<file path="config.mk">
export PLATFORM = sky130hd
export DESIGN_NAME = path_common_prefix_length_flat
export DESIGN_NICKNAME = d
export VERILOG_FILES = /design/src/pcpl_pkg.sv /design/src/pcpl_if.sv /design/src/pcpl_eval.sv /design/src/path_common_prefix_length.sv /design/src/flat_wrapper.sv
export VERILOG_INCLUDE_DIRS = /design/src /design/src/src
export SDC_FILE = /design/constraint.sdc
export NUM_CORES = 1
export LEC_CHECK = 0
export ABC_AREA = 1
export ABC_CLOCK_PERIOD_IN_PS = 3900
export BUFFER_PORTS_ARGS = -buffer_cell sky130_fd_sc_hd__buf_2
export CORE_AREA = 2 2 118 120
export CTS_CLUSTER_SIZE = 24
export DETAILED_ROUTE_END_ITERATION = 10
export DIE_AREA = 0 0 120 122
export PLACE_DENSITY = 0.7
export SYNTH_ARGS = -nofsm -noshare
export SYNTH_HDL_FRONTEND = slang
export SYNTH_SLANG_ARGS = --single-unit
export TNS_END_PERCENT = 100
</file>
<file path="constraint.sdc">
create_clock -name i_clk -period 3.9 [get_ports i_clk]
set_input_delay 0.78 -clock i_clk [delete_from_list [all_inputs] [get_ports i_clk]]
set_output_delay 0.78 -clock i_clk [all_outputs]
set_load 0.005 [all_outputs]
</file>
<file path="src/path_common_prefix_length_macros.svh">
// Assertion macros for path_common_prefix_length.sv, which checks its own logic.
// Each macro expects a clock named i_clk and an active-low reset named i_rst_n.
`ifndef PATH_COMMON_PREFIX_LENGTH_MACROS_SVH
`define PATH_COMMON_PREFIX_LENGTH_MACROS_SVH

// The consequent must hold in the same cycle as the antecedent.
`define PCPL_ASSERT_SAME(label, cond, cons, msg) \
    label: assert property (@(posedge i_clk) disable iff (!i_rst_n) \
        (cond) |-> (cons)) else $error(msg);

// The consequent must hold in the cycle after the antecedent.
`define PCPL_ASSERT_NEXT(label, cond, cons, msg) \
    label: assert property (@(posedge i_clk) disable iff (!i_rst_n) \
        (cond) |=> (cons)) else $error(msg);

`endif

</file>
<file path="src/pcpl_pkg.sv">
package pcpl_pkg;

    localparam int POSITION_BITS = 16;
    localparam int LIMIT_BITS    = 16;
    localparam int LENGTH_BITS   = 16;
    localparam int CMP_BITS      = (POSITION_BITS > LIMIT_BITS) ? POSITION_BITS : LIMIT_BITS;

    localparam logic [POSITION_BITS-1:0] POS_MAX     = {POSITION_BITS{1'b1}};
    localparam logic [LIMIT_BITS-1:0]    LIMIT_RESET = LIMIT_BITS'(260);
    localparam logic [7:0]               BACKSLASH   = 8'h5C;
    localparam logic [7:0]               NUL         = 8'h00;

    typedef struct packed {
        logic [POSITION_BITS-1:0] position;
        logic [POSITION_BITS-1:0] last_separator;
        logic                     separator_seen;
        logic                     leading_separator;
    } t_state;

    typedef struct packed {
        logic                   emit;
        logic [LENGTH_BITS-1:0] prefix_length;
        logic [LENGTH_BITS-1:0] copy_length;
    } t_result;

    function automatic logic [7:0] fold_byte(input logic [7:0] v);
        logic [7:0] r;
        r = v;
        if ((v >= 8'h61 && v <= 8'h7A) || (v >= 8'hE0 && v <= 8'hF6) ||
            (v >= 8'hF8 && v <= 8'hFE)) begin
            r = v - 8'h20;
        end else if (v == 8'h88) begin
            r = 8'h5E;
        end else if (v == 8'h9A) begin
            r = 8'h8A;
        end else if (v == 8'h9C) begin
            r = 8'h8C;
        end else if (v == 8'h9E) begin
            r = 8'h8E;
        end else if (v == 8'hFF) begin
            r = 8'h9F;
        end
        return r;
    endfunction

endpackage

</file>
<file path="src/pcpl_if.sv">
interface pcpl_in_if;
    import pcpl_pkg::*;
    logic       valid;
    logic       ready;
    logic [7:0] char_a;
    logic [7:0] char_b;
    modport source (output valid, output char_a, output char_b, input ready);
    modport sink   (input valid, input char_a, input char_b, output ready);
endinterface

interface pcpl_out_if;
    import pcpl_pkg::*;
    logic                   valid;
    logic                   ready;
    logic [LENGTH_BITS-1:0] prefix_length;
    logic [LENGTH_BITS-1:0] copy_length;
    modport source (output valid, output prefix_length, output copy_length, input ready);
    modport sink   (input valid, input prefix_length, input copy_length, output ready);
endinterface

interface pcpl_cfg_if;
    import pcpl_pkg::*;
    logic                  valid;
    logic                  ready;
    logic [LIMIT_BITS-1:0] copy_limit;
    modport source (output valid, output copy_limit, input ready);
    modport sink   (input valid, input copy_limit, output ready);
endinterface

</file>
<file path="src/pcpl_eval.sv">
module pcpl_eval
    import pcpl_pkg::*;
(
    input  logic [7:0]            i_char_a,
    input  logic [7:0]            i_char_b,
    input  logic [LIMIT_BITS-1:0] i_copy_limit,
    input  t_state                i_state,
    output t_state                o_state,
    output t_result               o_result
);

    logic                     match;
    logic [POSITION_BITS-1:0] n_len;
    logic [POSITION_BITS-1:0] w_len;
    logic                     over_limit;

    always_comb begin
        match = (i_char_a != NUL) && (i_char_b != NUL) &&
                (fold_byte(i_char_a) == fold_byte(i_char_b));

        // Length reported when the comparison stops at this pair.
        if (i_char_a == NUL && i_char_b == NUL) begin
            n_len = i_state.position;
        end else if ((i_char_a == NUL && i_char_b == BACKSLASH) ||
                     (i_char_b == NUL && i_char_a == BACKSLASH)) begin
            n_len = (i_state.position == POSITION_BITS'(1) && i_state.leading_separator)
                    ? '0 : i_state.position;
        end else if (!i_state.separator_seen) begin
            n_len = '0;
        end else if (i_state.last_separator == POSITION_BITS'(1) &&
                     i_state.leading_separator) begin
            n_len = '0;
        end else begin
            n_len = i_state.last_separator;
        end
        if (n_len == POSITION_BITS'(2)) begin
            n_len = POSITION_BITS'(3);
        end

        over_limit = CMP_BITS'(n_len) >= CMP_BITS'(i_copy_limit);
        if (over_limit) begin
            w_len = '0;
        end else if (n_len > i_state.position && i_char_a == NUL) begin
            w_len = i_state.position;
        end else begin
            w_len = n_len;
        end

        o_result.emit = !match;
        o_result.prefix_length =
            (CMP_BITS'(n_len) > CMP_BITS'({LENGTH_BITS{1'b1}})) ? {LENGTH_BITS{1'b1}}
                                                               : LENGTH_BITS'(n_len);
        o_result.copy_length =
            (CMP_BITS'(w_len) > CMP_BITS'({LENGTH_BITS{1'b1}})) ? {LENGTH_BITS{1'b1}}
                                                               : LENGTH_BITS'(w_len);

        // Next state: advance on a match, clear after a result.
        o_state = '0;
        if (match) begin
            o_state = i_state;
            if (i_char_a == BACKSLASH) begin
                o_state.last_separator = i_state.position;
                o_state.separator_seen = 1'b1;
                if (i_state.position == '0) begin
                    o_state.leading_separator = 1'b1;
                end
            end
            if (i_state.position != POS_MAX) begin
                o_state.position = i_state.position + POSITION_BITS'(1);
            end
        end
    end

endmodule

</file>
<file path="src/path_common_prefix_length.sv">
// A byte pair that ends the comparison passes the input register, then the result register.
// Throughput: one byte pair per cycle unless a finishing pair waits on a full result register;
// the fold, compare and counter update form one stage. A result waiting on the output does not
// block pairs that merely extend the match. Reset (i_rst_n low at a clock edge, synchronous)
// empties both stages, clears the match state and sets copy_limit to 260.
`include "path_common_prefix_length_macros.svh"

module path_common_prefix_length
    import pcpl_pkg::*;
(
    input  logic       i_clk,
    input  logic       i_rst_n,
    pcpl_cfg_if.sink   i_cfg,
    pcpl_in_if.sink    i_in,
    pcpl_out_if.source o_out
);

    // Limit register writes must only happen while idle; the block does not enforce this.
    logic [LIMIT_BITS-1:0] r_copy_limit;

    // Input register stage: one byte pair held until the evaluation stage takes it.
    logic       r_in_valid;
    logic [7:0] r_char_a;
    logic [7:0] r_char_b;

    // Match state carried between pairs of the same comparison.
    t_state r_state;
    t_state n_state;

    // Result register stage.
    logic                   r_out_valid;
    logic [LENGTH_BITS-1:0] r_prefix_length;
    logic [LENGTH_BITS-1:0] r_copy_length;

    t_result w_result;
    logic    out_free;
    logic    s1_take;

    pcpl_eval u_eval (
        .i_char_a     (r_char_a),
        .i_char_b     (r_char_b),
        .i_copy_limit (r_copy_limit),
        .i_state      (r_state),
        .o_state      (n_state),
        .o_result     (w_result)
    );

    // The result register can take a new value when it is empty or being drained.
    // A pair that only extends the match needs no room in it, so it always moves on.
    assign out_free = !r_out_valid || o_out.ready;
    assign s1_take  = r_in_valid && (!w_result.emit || out_free);

    assign i_in.ready  = !r_in_valid || s1_take;
    assign i_cfg.ready = 1'b1;

    assign o_out.valid         = r_out_valid;
    assign o_out.prefix_length = r_prefix_length;
    assign o_out.copy_length   = r_copy_length;

    always_ff @(posedge i_clk) begin
        if (!i_rst_n) begin
            r_copy_limit <= LIMIT_RESET;
            r_in_valid   <= 1'b0;
            r_out_valid  <= 1'b0;
            r_state      <= '0;
        end else begin
            if (i_cfg.valid) begin
                r_copy_limit <= i_cfg.copy_limit;
            end

            if (i_in.valid && i_in.ready) begin
                r_in_valid <= 1'b1;
            end else if (s1_take) begin
                r_in_valid <= 1'b0;
            end

            if (s1_take) begin
                r_state <= n_state;
            end

            if (s1_take && w_result.emit) begin
                r_out_valid <= 1'b1;
            end else if (o_out.ready) begin
                r_out_valid <= 1'b0;
            end
        end

        // Payload registers carry no reset.
        if (i_in.valid && i_in.ready) begin
            r_char_a <= i_in.char_a;
            r_char_b <= i_in.char_b;
        end
        if (s1_take && w_result.emit) begin
            r_prefix_length <= w_result.prefix_length;
            r_copy_length   <= w_result.copy_length;
        end
    end

    // The copy never runs past the reported length, and a length of two is never reported.
    `PCPL_ASSERT_SAME(a_copy_within_prefix, o_out.valid,
        o_out.copy_length <= o_out.prefix_length, "copy length exceeds prefix length")
    `PCPL_ASSERT_SAME(a_no_length_two, o_out.valid,
        o_out.prefix_length != LENGTH_BITS'(2), "prefix length of two was reported")
    // A finishing pair held back by a full result register must not disturb the match state.
    `PCPL_ASSERT_NEXT(a_stall_holds_state, r_in_valid && w_result.emit && !out_free,
        $stable(r_state), "match state changed while the finishing pair was stalled")
    // Once a result is taken the next comparison starts from a clear state.
    `PCPL_ASSERT_NEXT(a_clear_after_result, s1_take && w_result.emit,
        r_state == '0, "match state not cleared after a result")

endmodule

</file>
<file path="src/flat_wrapper.sv">
// flat-port wrapper written by rule: the top's interface ports become plain ports
module path_common_prefix_length_flat import pcpl_pkg::*;
  (i_clk, i_rst_n, i_cfg_valid, i_cfg_copy_limit, i_cfg_ready, i_in_valid, i_in_char_a, i_in_char_b, i_in_ready, o_out_valid, o_out_prefix_length, o_out_copy_length, o_out_ready);
  pcpl_cfg_if i_cfg_i ();
  pcpl_in_if i_in_i ();
  pcpl_out_if o_out_i ();
  input  logic i_clk;
  input  logic i_rst_n;
  input wire logic [$bits(i_cfg_i.valid)-1:0] i_cfg_valid;
  input wire logic [$bits(i_cfg_i.copy_limit)-1:0] i_cfg_copy_limit;
  output wire logic [$bits(i_cfg_i.ready)-1:0] i_cfg_ready;
  input wire logic [$bits(i_in_i.valid)-1:0] i_in_valid;
  input wire logic [$bits(i_in_i.char_a)-1:0] i_in_char_a;
  input wire logic [$bits(i_in_i.char_b)-1:0] i_in_char_b;
  output wire logic [$bits(i_in_i.ready)-1:0] i_in_ready;
  output wire logic [$bits(o_out_i.valid)-1:0] o_out_valid;
  output wire logic [$bits(o_out_i.prefix_length)-1:0] o_out_prefix_length;
  output wire logic [$bits(o_out_i.copy_length)-1:0] o_out_copy_length;
  input wire logic [$bits(o_out_i.ready)-1:0] o_out_ready;
  assign i_cfg_i.valid = i_cfg_valid;
  assign i_cfg_i.copy_limit = i_cfg_copy_limit;
  assign i_cfg_ready = i_cfg_i.ready;
  assign i_in_i.valid = i_in_valid;
  assign i_in_i.char_a = i_in_char_a;
  assign i_in_i.char_b = i_in_char_b;
  assign i_in_ready = i_in_i.ready;
  assign o_out_valid = o_out_i.valid;
  assign o_out_prefix_length = o_out_i.prefix_length;
  assign o_out_copy_length = o_out_i.copy_length;
  assign o_out_i.ready = o_out_ready;
  path_common_prefix_length u_core (.i_clk(i_clk), .i_rst_n(i_rst_n), .i_cfg(i_cfg_i), .i_in(i_in_i), .o_out(o_out_i));
endmodule
</file>
Word level (Yosys, flattened, before mapping)
Cells that the tools add are included.

operators by class
  magnitude comparators = 16
  mux-type cells = 28
  add/subtract/negate cells = 3
  eq/ne operators = 20
  reductions and logical operators = 38

operator list
  kind                   number
  $mux 16                9
  $mux 8                 12
  $eq 8x8->1 const B     10
  $mux 34                1
  $eq 16x1->1 const B    2
  $ge 8x8->1 const B     4
  $gt 16x16->1 const B   2
  $le 8x8->1 const B     4
  $mux 18                1
  $logic_and 1x1->1      17
  $add 16x1->16 const B  1
  $eq 16x2->1 const B    1
  $eq 8x7->1 const B     2
  $ge 16x16->1           1
  $ge 8x7->1 const B     2
  $gt 16x16->1           1
  $le 8x7->1 const B     2
  $logic_not 16->1       1
  $logic_not 8->1        2
  $ne 16x16->1 const B   1
  $reduce_bool 8->1      2
  $sub 8x6->8 const B    2
  $eq 8x8->1             1
  $logic_or 1x1->1       8
  6 further kinds        16

storage, ports and cells
  word-level logic and storage cells = 116
  output and inout bits = 35
  bits in registers = 100
  input port bits = 37

Depth between registers and ports, before layout
Gate-level depths: netlist (run 1).

  depth after elaboration = 14
  depth in mapped cells = 32

Modules after synthesis
From an unflattened synthesis (run 1), not the netlist that was laid out.

second synthesis, totals
  cells, all modules = 949
  area total of the unflattened synthesis = 6725.2 um^2

modules (own cells, without submodules)
  module                     area an instance (um^2)  instances  cells an instance  seq. area each (um^2)
  path_common_prefix_length  3633.5                   1          357                2482.4
  pcpl_eval                  3091.7                   1          592                0.0

Worst setup path after synthesis (run 1)
Ideal clock, no wire load.

  path type = reg-to-reg
  from = register u_core.r_char_a[0]
  to = register u_core.r_copy_length[10], in the netlist u_core.o_out.copy_length[10], data pin
  required time = 3.761 ns
  slack = 0.464 ns
  path buffers = 3
  arrival = 3.298 ns
  cell stages (with the launch flop) = 28
  cells stage by stage = edfxtp_1 -> nor2_4 -> nand2_1 -> nor2_2 -> nand2_1 -> buf_2 -> buf_4 -> nand2_1 -> o21ai_0 -> nor2_1 -> nand2_1 -> nor2_1 -> nand2_1 -> nand2_1 -> inv_1 -> ha_1 -> o21ai_0 -> nand2_1 -> o21ai_0 -> inv_1 -> nand2_1 -> nand2_1 -> nand2_1 -> nand2_1 -> a21oi_4 -> buf_4 -> nand2_1 -> nor2_1

on the way
  longest elaborated chain between the ends = 12

RTL lines
  what                                                  RTL line                                           text
  start: declaration                                    path_common_prefix_length.sv:23                    logic [7:0] r_char_a;
  start signal: assignment                              path_common_prefix_length.sv:90                    r_char_a <= i_in.char_a;
  $eq 8x7->1 / $logic_not 8->1 (equally long branches)  pcpl_eval.sv:25, pcpl_eval.sv:22, pcpl_eval.sv:24
  $logic_and 1x1->1 (on tied branches)                  pcpl_eval.sv:25, pcpl_eval.sv:24
  $logic_or 1x1->1                                      pcpl_eval.sv:24                                    end else if ((i_char_a == NUL && i_char_b == BACKSLASH) ||
  $mux 16                                               pcpl_eval.sv:24
  $mux 16 *                                             pcpl_eval.sv:22                                    if (i_char_a == NUL && i_char_b == NUL) begin
  $eq 16x2->1                                           pcpl_eval.sv:36                                    if (n_len == POSITION_BITS'(2)) begin
  $mux 16 *                                             pcpl_eval.sv:36
  net u_core.u_eval.n_len[10]                           pcpl_eval.sv:13                                    logic [POSITION_BITS-1:0] n_len;
  $gt 16x16->1                                          pcpl_eval.sv:43                                    end else if (n_len > i_state.position && i_char_a == NUL) begin
  $logic_and 1x1->1                                     pcpl_eval.sv:43
  $mux 16                                               pcpl_eval.sv:43
  $mux 16 *                                             pcpl_eval.sv:41                                    if (over_limit) begin
  net u_core.u_eval.w_len[10]                           pcpl_eval.sv:14                                    logic [POSITION_BITS-1:0] w_len;
  $gt 16x16->1                                          pcpl_eval.sv:54                                    (CMP_BITS'(w_len) > CMP_BITS'({LENGTH_BITS{1'b1}})) ? {LENGTH_BITS{1'b1}}
  end signal: assignment                                path_common_prefix_length.sv:95                    r_copy_length <= w_result.copy_length;
  end: declaration                                      path_common_prefix_length.sv:33                    logic [LENGTH_BITS-1:0] r_copy_length;

The timed path passes the listed nets; every way through them passes the cells marked *.
A chain may end at the register's enable or synchronous reset.

Final worst setup path (run 1)
  from = register u_core.r_char_a[6]
  to = register u_core.r_copy_length[0], in the netlist u_core.o_out.copy_length[0], data pin

Same word-level chain as after synthesis.

==> summary.txt, run 1 <==
Avg Inst Size Synth - 7.523 µm²
Maximum clock path buffer count - 2
Largest net degree at the start of global routing - 36
Gp weighted congestion - 0.9980
Family with the most delay on the worst path - simple AND/OR/NAND/NOR gates
CP peak stage delay - 0.52 ns
FF+latch count, synth - 100
Hold path depth - 2
Final Setup Violations - 0
Inserted Diodes - 0
Leakage Power - 3.361 nW
Skew final - 0.009618 ns
Post-synth EDFFs - 48
Initial Util - 48.19%
Peak Freq - 277.5 MHz
Reg2reg start - u_core.r_char_a[6]
I/O Pins - 72
Final worst slack - 0.2968 ns
WL per Instance - 14.75 µm
Cell area after layout - 7767 µm²
Num CTS Buffers - 9
Yosys cell types - 46
Worst EP required - 4.11 ns
Port bufs - 70
Dpl ws - 0.04119 ns
Outcome - finished, final reports clean
# hold bufs at CTS - 0
CP most frequent cell - nand2_1
H-Tree Depth - 3
FFs w/ async S/R, synth - 0%
Area leader, netlist - edfxtp_1
Final Max Tran Viols - 0
CTS tree - done
Routed Wire Length - 17170 µm
Vias in the first global route - 5289
Register-to-register setup slack - 0.30 ns
CP max-delay cell - edfxtp_1
Primary FF master, synth - dfxtp_1
Placed Instance Area - 7279 µm²
Sequential area share after synthesis - 38.15%
Core area - 13500 µm²
Post-synth top area share - 22.15%
Final Cycle Share - 92.39%
GRT Util Overall - 23.50%
Syn nets - 939
Yosys warnings - 0
DR iter-0 viols - 592
Count leader, synth - nand2_1
Rel. slew slack - 56.26%
Worst VDD drop - 0.1848 mV
# fillers - 1286
Reg2Reg Depth - 28
Max cap viols - 0
Antenna violations before repair - 0
Drt drc - 0
Crit path kind - reg2reg
First-pass GRT wire length - 26960 µm
Worst Hold Class - reg2reg
Startpoint Class - flip-flop
Post-layout min period - 3.603 ns
Cell row count - 43
Die area - 14640 µm²
Final nets - 1053
Die X - 120 µm
Worst-path maximum fanout - 16
Hold path start - u_core.r_copy_limit[12]
Die Y - 122 µm
Grt ovf - 0
End of the worst hold path - u_core.r_copy_limit[12]
Clk sinks - 100
Pwr per Cell Area - 296.6 nW/µm²
Clk slew on worst S/H paths - 0.08 ns
Synth top area cells - edfxtp_1 22%, dfxtp_1 16%, nand2_1 11%
DR vias - 6083
CP endpoint kind - flip-flop
Reg2reg end - u_core.o_out.copy_length[0]
Cell Area, Synth - 6507 µm²
Antenna-violating nets left - 0
Post-DP HPWL - 12600 µm
Synth top cells by count - 199 x nand2_1, 98 x nor2_1, 74 x inv_1
Root Buffer - clkbuf_16
WP data arrival - 3.81 ns
Hold Vio Cnt, Final - 0
Cells after synthesis - 865
Measured slew at the worst slew-check pin - 0.6554 ns
Clk Latency, worst-skew pair - 0.36 ns
DR vias/cell - 5.226
Synthesis-to-finish area growth - 19.36%
Worst path bufs/invs - 3
First-pass iteration count of the detailed router - 5
Share of cells above drive strength 1 - 22.56%
layer usage:
| metal | vias to the layer above | GRT usage [%] | wire (µm) |
|---|---|---|---|
| met5 | - | 0 | 0 |
| met4 | 0 | 8.382 | 295 |
| met3 | 21 | 4.307 | 1050 |
| met2 | 177 | 36.79 | 7772 |
| met1 | 2751 | 32.57 | 8049 |
| li1 | 3134 | - | - |
worst max-delay path by stage:
| stage | depth (start not counted) | slack [ns] | startpoint | endpoint |
|---|---|---|---|---|
| 3_3_place_gp | 27 | 0.11 | u_core.r_char_a[5] | u_core.o_out.copy_length[1] |
| 4_1_cts | 28 | 0.12 | u_core.r_char_a[5] | u_core.o_out.copy_length[0] |
| 5_1_grt | 28 | -0.05 | u_core.r_char_a[6] | u_core.o_out.copy_length[0] |
| 6_report | 28 | 0.30 | u_core.r_char_a[6] | u_core.o_out.copy_length[0] |
| 3_5_place_dp | 27 | 0.04 | u_core.r_char_a[5] | u_core.o_out.copy_length[0] |
| 2_1_floorplan | 27 | 0.46 | u_core.r_char_a[0] | u_core.o_out.copy_length[10] |
metrics by stage:
step / setup TNS [ns] / util (%) / total power, mW / std cells / hold slack (ns)
final: 0 / 57.52 / 2.304 / 1164 / 0.4610
after global routing: -0.2108 / 57.52 / 2.398 / 1164 / 0.4879
after CTS: 0 / 56.22 / 2.306 / 1146 / 0.4649
after detailed placement: 0 / 53.91 / 1.425 / 1129 / 0.4528
after global placement: 0 / 53.91 / 1.422 / 1129 / 0.4523
after floorplan: 0 / - / 1.345 / 865 / 0.4367
flip-flops by register name, indices dropped and copies added (netlist names):
signal / flops
u_core.r_in_valid: 1
u_core.r_state: 34
u_core.o_out.valid: 1
u_core.r_char_b: 8
u_core.o_out.copy_length: 16
u_core.r_char_a: 8
u_core.r_copy_limit: 16
u_core.o_out.prefix_length: 16
layout make-up:
type / instances / area, µm² / share of cell area, %
tap: 180 / 225.2 / 2.899
clock buffer: 9 / 225.2 / 2.899
inverter: 88 / 330.3 / 4.253
timing repair buffer: 138 / 889.6 / 11.45
clock inverter: 7 / 67.56 / 0.8698
sequential: 100 / 2482 / 31.96
multi-input combinational: 642 / 3547 / 45.67
logic make-up (layout without fill, tap and decap cells):
| kind of cell | count (synthesis) | after routing | share of synthesized area (%) |
|---|---|---|---|
| AO/OA/AOI/OAI | 132 | 132 | 11.21 |
| buffers and inverters | 124 | 242 | 8.018 |
| XOR/XNOR | 19 | 19 | 2.557 |
| flip-flops | 100 | 100 | 38.15 |
| adder cells (fa/ha/maj) | 37 | 37 | 7.114 |
| AND/OR/NAND/NOR | 452 | 453 | 32.90 |
| other | 1 | 1 | 0.05763 |
placed cells by master (no fill, tap or decap), types with 19 or more instances in the layout:
master	count
nand2_1	197
nor2_1	95
inv_1	74
buf_2	70
a21oi_1	65
buf_4	65
nand4_1	52
dfxtp_1	52
edfxtp_1	48
nand3_1	42
ha_1	37
o21ai_0	35
nand2_2	19
tightest hold or removal path: cells and delay by family, from the launching register on:
| family | cells | cell delay [ns] |
|---|---|---|
| flops | 1 | 0.30 |
| compound gates | 1 | 0.06 |
| buf+inv | 1 | 0.06 |
power breakdown:
group | internal, mW | switching, mW | leakage, nW
combinational | 0.0969 | 0.159 | 2.34
clock | 0.450 | 0.439 | 0.142
sequential | 1.14 | 0.0221 | 0.882
what timing repair did:
action                     CTS  global route
cloned                       0             1
pin swaps                    1             6
buffers inserted             1            17
resized for setup            0            16
setup endpoints to repair    2            16
Power figures use the tool's default switching activity.
==> run 2: changes to the inputs <==
Settings changed: ABC_CLOCK_PERIOD_IN_PS 3900 to 4400, CAP_MARGIN set to 10.
Clock period 3.9 ns to 4.4 ns, I/O delays scaled along.
==> run 2 against run 1 <==
Compared with the run above: setup slack better by 0.20 ns; worst hold slack better by 0.0015 ns; wire length decreased by 4.7%; non-clock buffer count is 41 lower; sequential cell count unchanged; via count is 2.8% lower; total power down 10%; cell count is 3.6% lower; register-to-register slack gained 0.20 ns; critical endpoint is now u_core.o_out.copy_length[3]; largest cell class unchanged; largest power group unchanged.
==> summary.txt, run 2 (synthesis gave the netlist of run 1 again) <==
Outcome - finished, final reports clean
GRT Max-Usage Layer - met2
Register-to-register setup slack - 0.50 ns
Worst EP required - 4.61 ns
Startpoint Class - flip-flop
Clk Latency, worst-skew pair - 0.36 ns
FF/Latch Area - 2482 µm²
CP endpoint kind - flip-flop
Pwr per Cell Area - 277.6 nW/µm²
Family with the most delay on the worst path - simple AND/OR/NAND/NOR gates
H-Tree Depth - 3
Routed Wire Length - 16370 µm
I/O Pins - 72
Die Y - 122 µm
Setup TNS - 0 ns
Worst-path maximum fanout - 26
Die X - 120 µm
Hold Vio Cnt, Final - 0
Hold path start - u_core.r_copy_limit[15]
Root Buffer - clkbuf_16
Area of the multi-input gates - 3510 µm²
Leakage Power - 3.158 nW
Worst path bufs/invs - 3
Port bufs - 70
DR vias - 5912
Hold path depth - 2
Reg2reg end - u_core.o_out.copy_length[3]
First-pass GRT wire length - 27010 µm
Synthesis-to-finish area growth - 14.23%
Vias in the first global route - 5353
Worst VDD drop - 0.1732 mV
Clk sinks - 100
Num CTS Buffers - 9
Inserted Diodes - 0
Met2 Use GR - 35.30%
Gp weighted congestion - 0.9242
Share of cells above drive strength 1 - 18.68%
Die area - 14640 µm²
Final Setup Violations - 0
CP peak stage delay - 0.50 ns
Core area - 13500 µm²
Final Cycle Share - 88.73%
Reg2reg start - u_core.r_char_a[5]
Skew final - 0.01410 ns
Drt drc - 0
Clk slew on worst S/H paths - 0.07 ns
Most frequent cells in the layout - 199 x nand2_1, 98 x nor2_1, 74 x inv_1, 70 x buf_2, 65 x a21oi_1
Reg2Reg Depth - 27
Worst Hold Class - reg2reg
Rel. slew slack - 57.41%
CTS tree - done
Peak Freq - 256.1 MHz
Max reg flops - 34
DR iter-0 viols - 546
Post-layout min period - 3.904 ns
Final Max Tran Viols - 0
Global-route met3 utilization - 4.588%
Dpl ws - 0.2801 ns
Crit path from - u_core.r_char_a[5]
Measured slew at the worst slew-check pin - 0.6381 ns
CP most frequent cell - nand2_1
CP max-delay cell - edfxtp_1
Cell row count - 43
GRT Util Overall - 23.22%
Maximum clock path buffer count - 2
Most common cell after layout, fill and taps aside - nand2_1
Antenna violations before repair - 0
DR vias/cell - 5.269
M1 GR Usage - 33.25%
Hold slack final - 0.4624 ns
Initial Util - 48.19%
Crit path kind - reg2reg
First-pass iteration count of the detailed router - 5
Final nets - 1011
# fillers - 1320
Final worst slack - 0.4959 ns
End of the worst hold path - u_core.r_copy_limit[15]
# hold bufs at CTS - 0
WL per Instance - 14.59 µm
Post-DP HPWL - 12090 µm
Most flops, register - u_core.r_state
Largest net degree at the start of global routing - 36
Grt ovf - 0
Antenna-violating nets left - 0
WP data arrival - 4.12 ns
Max cap viols - 0
## run 2: changes by cell type in the layout (fill, tap and decap cells not counted), moves of 2 or more
cell and delta:
buf_4 -40, o21ai_1 -5, nand2_2 -3, o21ai_0 +5
nor2_4 -4, clkinv_4 +2, nor2_1 +3, nand2_1 +2
## run 2: worst max path at each step
stage	end	slack [ns]	cells past startpoint
finish	u_core.o_out.copy_length[3]	0.50	27
global route	u_core.o_out.copy_length[14]	-0.009	27
CTS	u_core.o_out.copy_length[8]	0.26	26
detailed placement	u_core.o_out.copy_length[8]	0.28	26
global placement	u_core.o_out.copy_length[14]	0.32	26
floorplan	u_core.o_out.copy_length[10]	0.96	27
## run 2: worst register-to-register path, stage by stage, from the launching register on
cell and delay, ns:
edfxtp_1 0.50, nor2_1 0.20, nand2_1 0.09, nor2_2 0.20, nand2_1 0.13, nand2_4 0.21
o21ai_0 0.11, nand2_1 0.08, o21ai_0 0.20, nor2_1 0.14, nand2_1 0.06, nor2_1 0.10
nand2_1 0.06, nand2_1 0.10, inv_1 0.07, ha_1 0.28, o21ai_0 0.17, nand2_1 0.09
o21ai_0 0.14, inv_1 0.05, nand2_1 0.07, nand2_1 0.07, nand2_1 0.06, nand2_1 0.09
a21oi_4 0.19, buf_12 0.16, nand2_1 0.06, nor2_1 0.10
## run 2: report_power, final
group          switching (mW)  total (mW)  internal (mW)
Sequential             0.0263        1.03           1.01
Clock                   0.376       0.827          0.451
Combinational           0.130       0.202         0.0715
## run 2: layout make-up
class / instances / area share [%]
flip-flops and latches: 100 / 33.40
repair buffers: 97 / 7.776
multi-input cells: 641 / 47.21
well taps: 180 / 3.030
inverters: 88 / 4.444
clock inverters: 7 / 1.111
clock buffers: 9 / 3.030
## run 2: layer usage
layer,up-vias,wire length [µm]
met5,-,0
met1,2673,8019
met4,0,266
met2,173,7114
met3,18,965
li1,3048,-
## run 2: metrics by stage
stage | cell area [µm²] | util, % | total power, mW | cells
global placement | 7092 | 52.52 | 1.255 | 1104
CTS | 7400 | 54.79 | 2.073 | 1120
floorplan | 6507 | - | 1.192 | 865
global route | 7433 | 55.04 | 2.151 | 1122
detailed placement | 7092 | 52.52 | 1.256 | 1104
finish | 7433 | 55.04 | 2.064 | 1122
## run 2: what timing repair did
item / 4_1_cts / 5_1_grt
setup endpoints to repair: 0 / 16
resized for setup: 0 / 2
setup buffers: 0 / 2
==> run 3: changes to the inputs <==
Settings changed: ABC_AREA 1 to not set, CORE_AREA 2 2 118 120 to 2 2 101 103, DIE_AREA 0 0 120 122 to 0 0 103 105, PLACE_DENSITY 0.7 to 0.87.
==> run 3 against run 2 <==
Compared with the run above: first-iteration DRC count is 4.9% higher; via count is 1.3% lower; worst hold slack better by 0.034 ns; cell count is 17% lower; critical endpoint is now u_core.o_out.copy_length[8]; die area is 26% lower; wire length is 3.7% higher; clock skew is 0.0040 ns lower; highest routed layer unchanged; largest cell class unchanged.
==> summary.txt, run 3 <==
Outcome - finished, final reports clean
Rel. slew slack - 38.49%
Max reg flops - 34
Gp weighted congestion - 1.034
FF/Latch Area - 2482 µm²
Clk slew on worst S/H paths - 0.10 ns
Final worst slack - 0.08061 ns
Post-DP HPWL - 12290 µm
Area leader, netlist - edfxtp_1
Maximum clock path buffer count - 2
Grt ovf - 0
Clock power frac - 32.9%
Die Y - 105 µm
Final Max Tran Viols - 0
Vias in the first global route - 5463
Measured slew at the worst slew-check pin - 0.9130 ns
Yosys warnings - 0
Root Buffer - clkbuf_8
Post-Synth Adder-Cell Area - 7.568%
H-Tree Depth - 3
Post-synthesis mux area share - 5.891%
I/O Pins - 72
Max cap viols - 0
Worst Hold Class - reg2reg
Initial Util - 63.46%
Final nets - 865
Crit path kind - reg2reg
Setup TNS - 0 ns
Most frequent cells in the layout - 83 x buf_4, 70 x buf_2, 66 x nand2_1, 57 x inv_1, 52 x dfxtp_1
Worst-path maximum fanout - 15
Num CTS Buffers - 9
Clk sinks - 100
Worst EP required - 4.53 ns
Drt drc - 0
Area of the multi-input gates - 3317 µm²
Cell Area, Synth - 6117 µm²
DR vias/cell - 6.280
Avg Inst Size Synth - 9.130 µm²
Startpoint Class - flip-flop
Share of cells above drive strength 1 - 25.25%
WL per Instance - 18.26 µm
Hold slack final - 0.4960 ns
GRT Util Overall - 31.41%
First-pass GRT wire length - 26430 µm
Worst VDD drop - 0.1810 mV
Core area - 9639 µm²
Dpl ws - -0.3739 ns
Synthesis-to-finish area growth - 20.72%
Die X - 103 µm
Inserted Diodes - 0
# fillers - 681
Hold Vio Cnt, Final - 0
Final Setup Violations - 0
Psw - 0.4414 mW
Count leader, synth - nand2_1
Int Power - 1.344 mW
Port bufs - 70
FF+latch count, synth - 100
CTS tree - done
Logic gate share of total power - 10.2%
Yosys cell types - 67
Most common cell after layout, fill and taps aside - buf_4
Antenna violations before repair - 0
Final Cycle Share - 98.17%
First-pass iteration count of the detailed router - 6
DR iter-0 viols - 573
Cell row count - 36
Most flops, register - u_core.r_state
Sequential area share after synthesis - 40.58%
CP endpoint kind - flip-flop
Sw frac - 24.73%
DR vias - 5834
Main combinational cell family by area after synthesis - simple AND/OR/NAND/NOR gates
FFs w/ async S/R, synth - 0%
Largest net degree at the start of global routing - 47
Syn nets - 744
Synth top cells by count - 66 x nand2_1, 57 x inv_1, 52 x dfxtp_1
Pwr per Cell Area - 241.7 nW/µm²
Die area - 10820 µm²
# hold bufs at CTS - 0
Peak Freq - 231.5 MHz
Antenna-violating nets left - 0
Clk Latency, worst-skew pair - 0.39 ns
Primary FF master, synth - dfxtp_1
Leakage Power - 2.960 nW
Sequential power share - 57.0%
Post-synth EDFFs - 48
Simple-Gate Fraction of Synth Area - 19.70%
Routed Wire Length - 16970 µm
Cells after synthesis - 670
Synth top area cells - edfxtp_1 24%, dfxtp_1 17%, ha_1 7.6%
Compound-Gate Fraction of Synth Area - 18.10%
Post-synth top area share - 23.56%
WP data arrival - 4.45 ns
Xor-xnor portion of the synthesized cell area - 1.268%
Skew final - 0.01010 ns
Post-layout min period - 4.319 ns
==> run 3: power groups by stage <==
stage	combinational, mW	clock (mW)	sequential [mW]
5_1_grt	0.199	0.626	1.02
2_1_floorplan	0.100	0	1.04
3_5_place_dp	0.174	0	1.04
3_3_place_gp	0.166	0	1.04
4_1_cts	0.175	0.592	1.02
6_report	0.182	0.586	1.02
==> run 3: worst max-delay path, stage by stage, from the launching register on <==
cell and delay, ns:
edfxtp_1 0.44, or4_4 0.59, nor4_4 0.34, o22ai_1 0.17, o311a_1 0.20, buf_4 0.18
a22o_1 0.24, ha_1 0.35, nand4_1 0.10, or2_2 0.31, or3_1 0.41, o311ai_4 0.36
a21oi_4 0.06, buf_12 0.17, mux2i_1 0.14
==> run 3: final timing paths <==
kind / cells after the start / from / to / slack [ns]
worst max-delay path: 14 / u_core.r_char_a[0] / u_core.o_out.copy_length[8] / 0.08
worst min-delay path: 2 / u_core.r_copy_limit[2] / u_core.r_copy_limit[2] / 0.50
worst max register to register: 14 / u_core.r_char_a[0] / u_core.o_out.copy_length[8] / 0.08
worst min register to register: 2 / u_core.r_copy_limit[2] / u_core.r_copy_limit[2] / 0.50
==> run 3: what timing repair did <==
| item | CTS | global route |
|---|---|---|
| hold endpoints to repair | 0 | 0 |
| setup buffers | 0 | 6 |
| setup endpoints to repair | 16 | 16 |
| cloned | 0 | 1 |
| resized for setup | 5 | 11 |
| pin swaps | 0 | 3 |
==> run 3: cells by family after synthesis <==
logic type               count (synthesis)
other                                    1
AND/OR/NAND/NOR                        225
buffers and inverters                  103
flip-flops                             100
multiplexers                            36
AO/OA/AOI/OAI                          160
XOR/XNOR                                 8
adder cells (fa/ha/maj)                 37
==> run 3: metal layers <==
metal	share of wire (%)	track usage (%)
met3	8.6	5.351
met2	49	52.41
met1	38	39.45
met4	4.2	13.53
met5	0	0
==> run 3: layout make-up <==
type | count | share of cell area [%]
inverters | 57 | 2.897
repair buffers | 155 | 13.72
well taps | 133 | 2.253
multi-input cells | 468 | 44.92
clock buffers | 10 | 1.728
flip-flops and latches | 100 | 33.62
clock inverters | 6 | 0.8641
==> run 3: through the flow <==
step           util, %  cells  cell area (µm²)  total power [mW]
5_1_grt          76.61    929             7385             1.845
6_report         76.61    929             7385             1.785
3_5_place_dp     73.09    906             7046             1.212
2_1_floorplan        -    670             6117             1.142
4_1_cts          75.44    922             7272             1.784
3_3_place_gp     73.09    906             7046             1.202
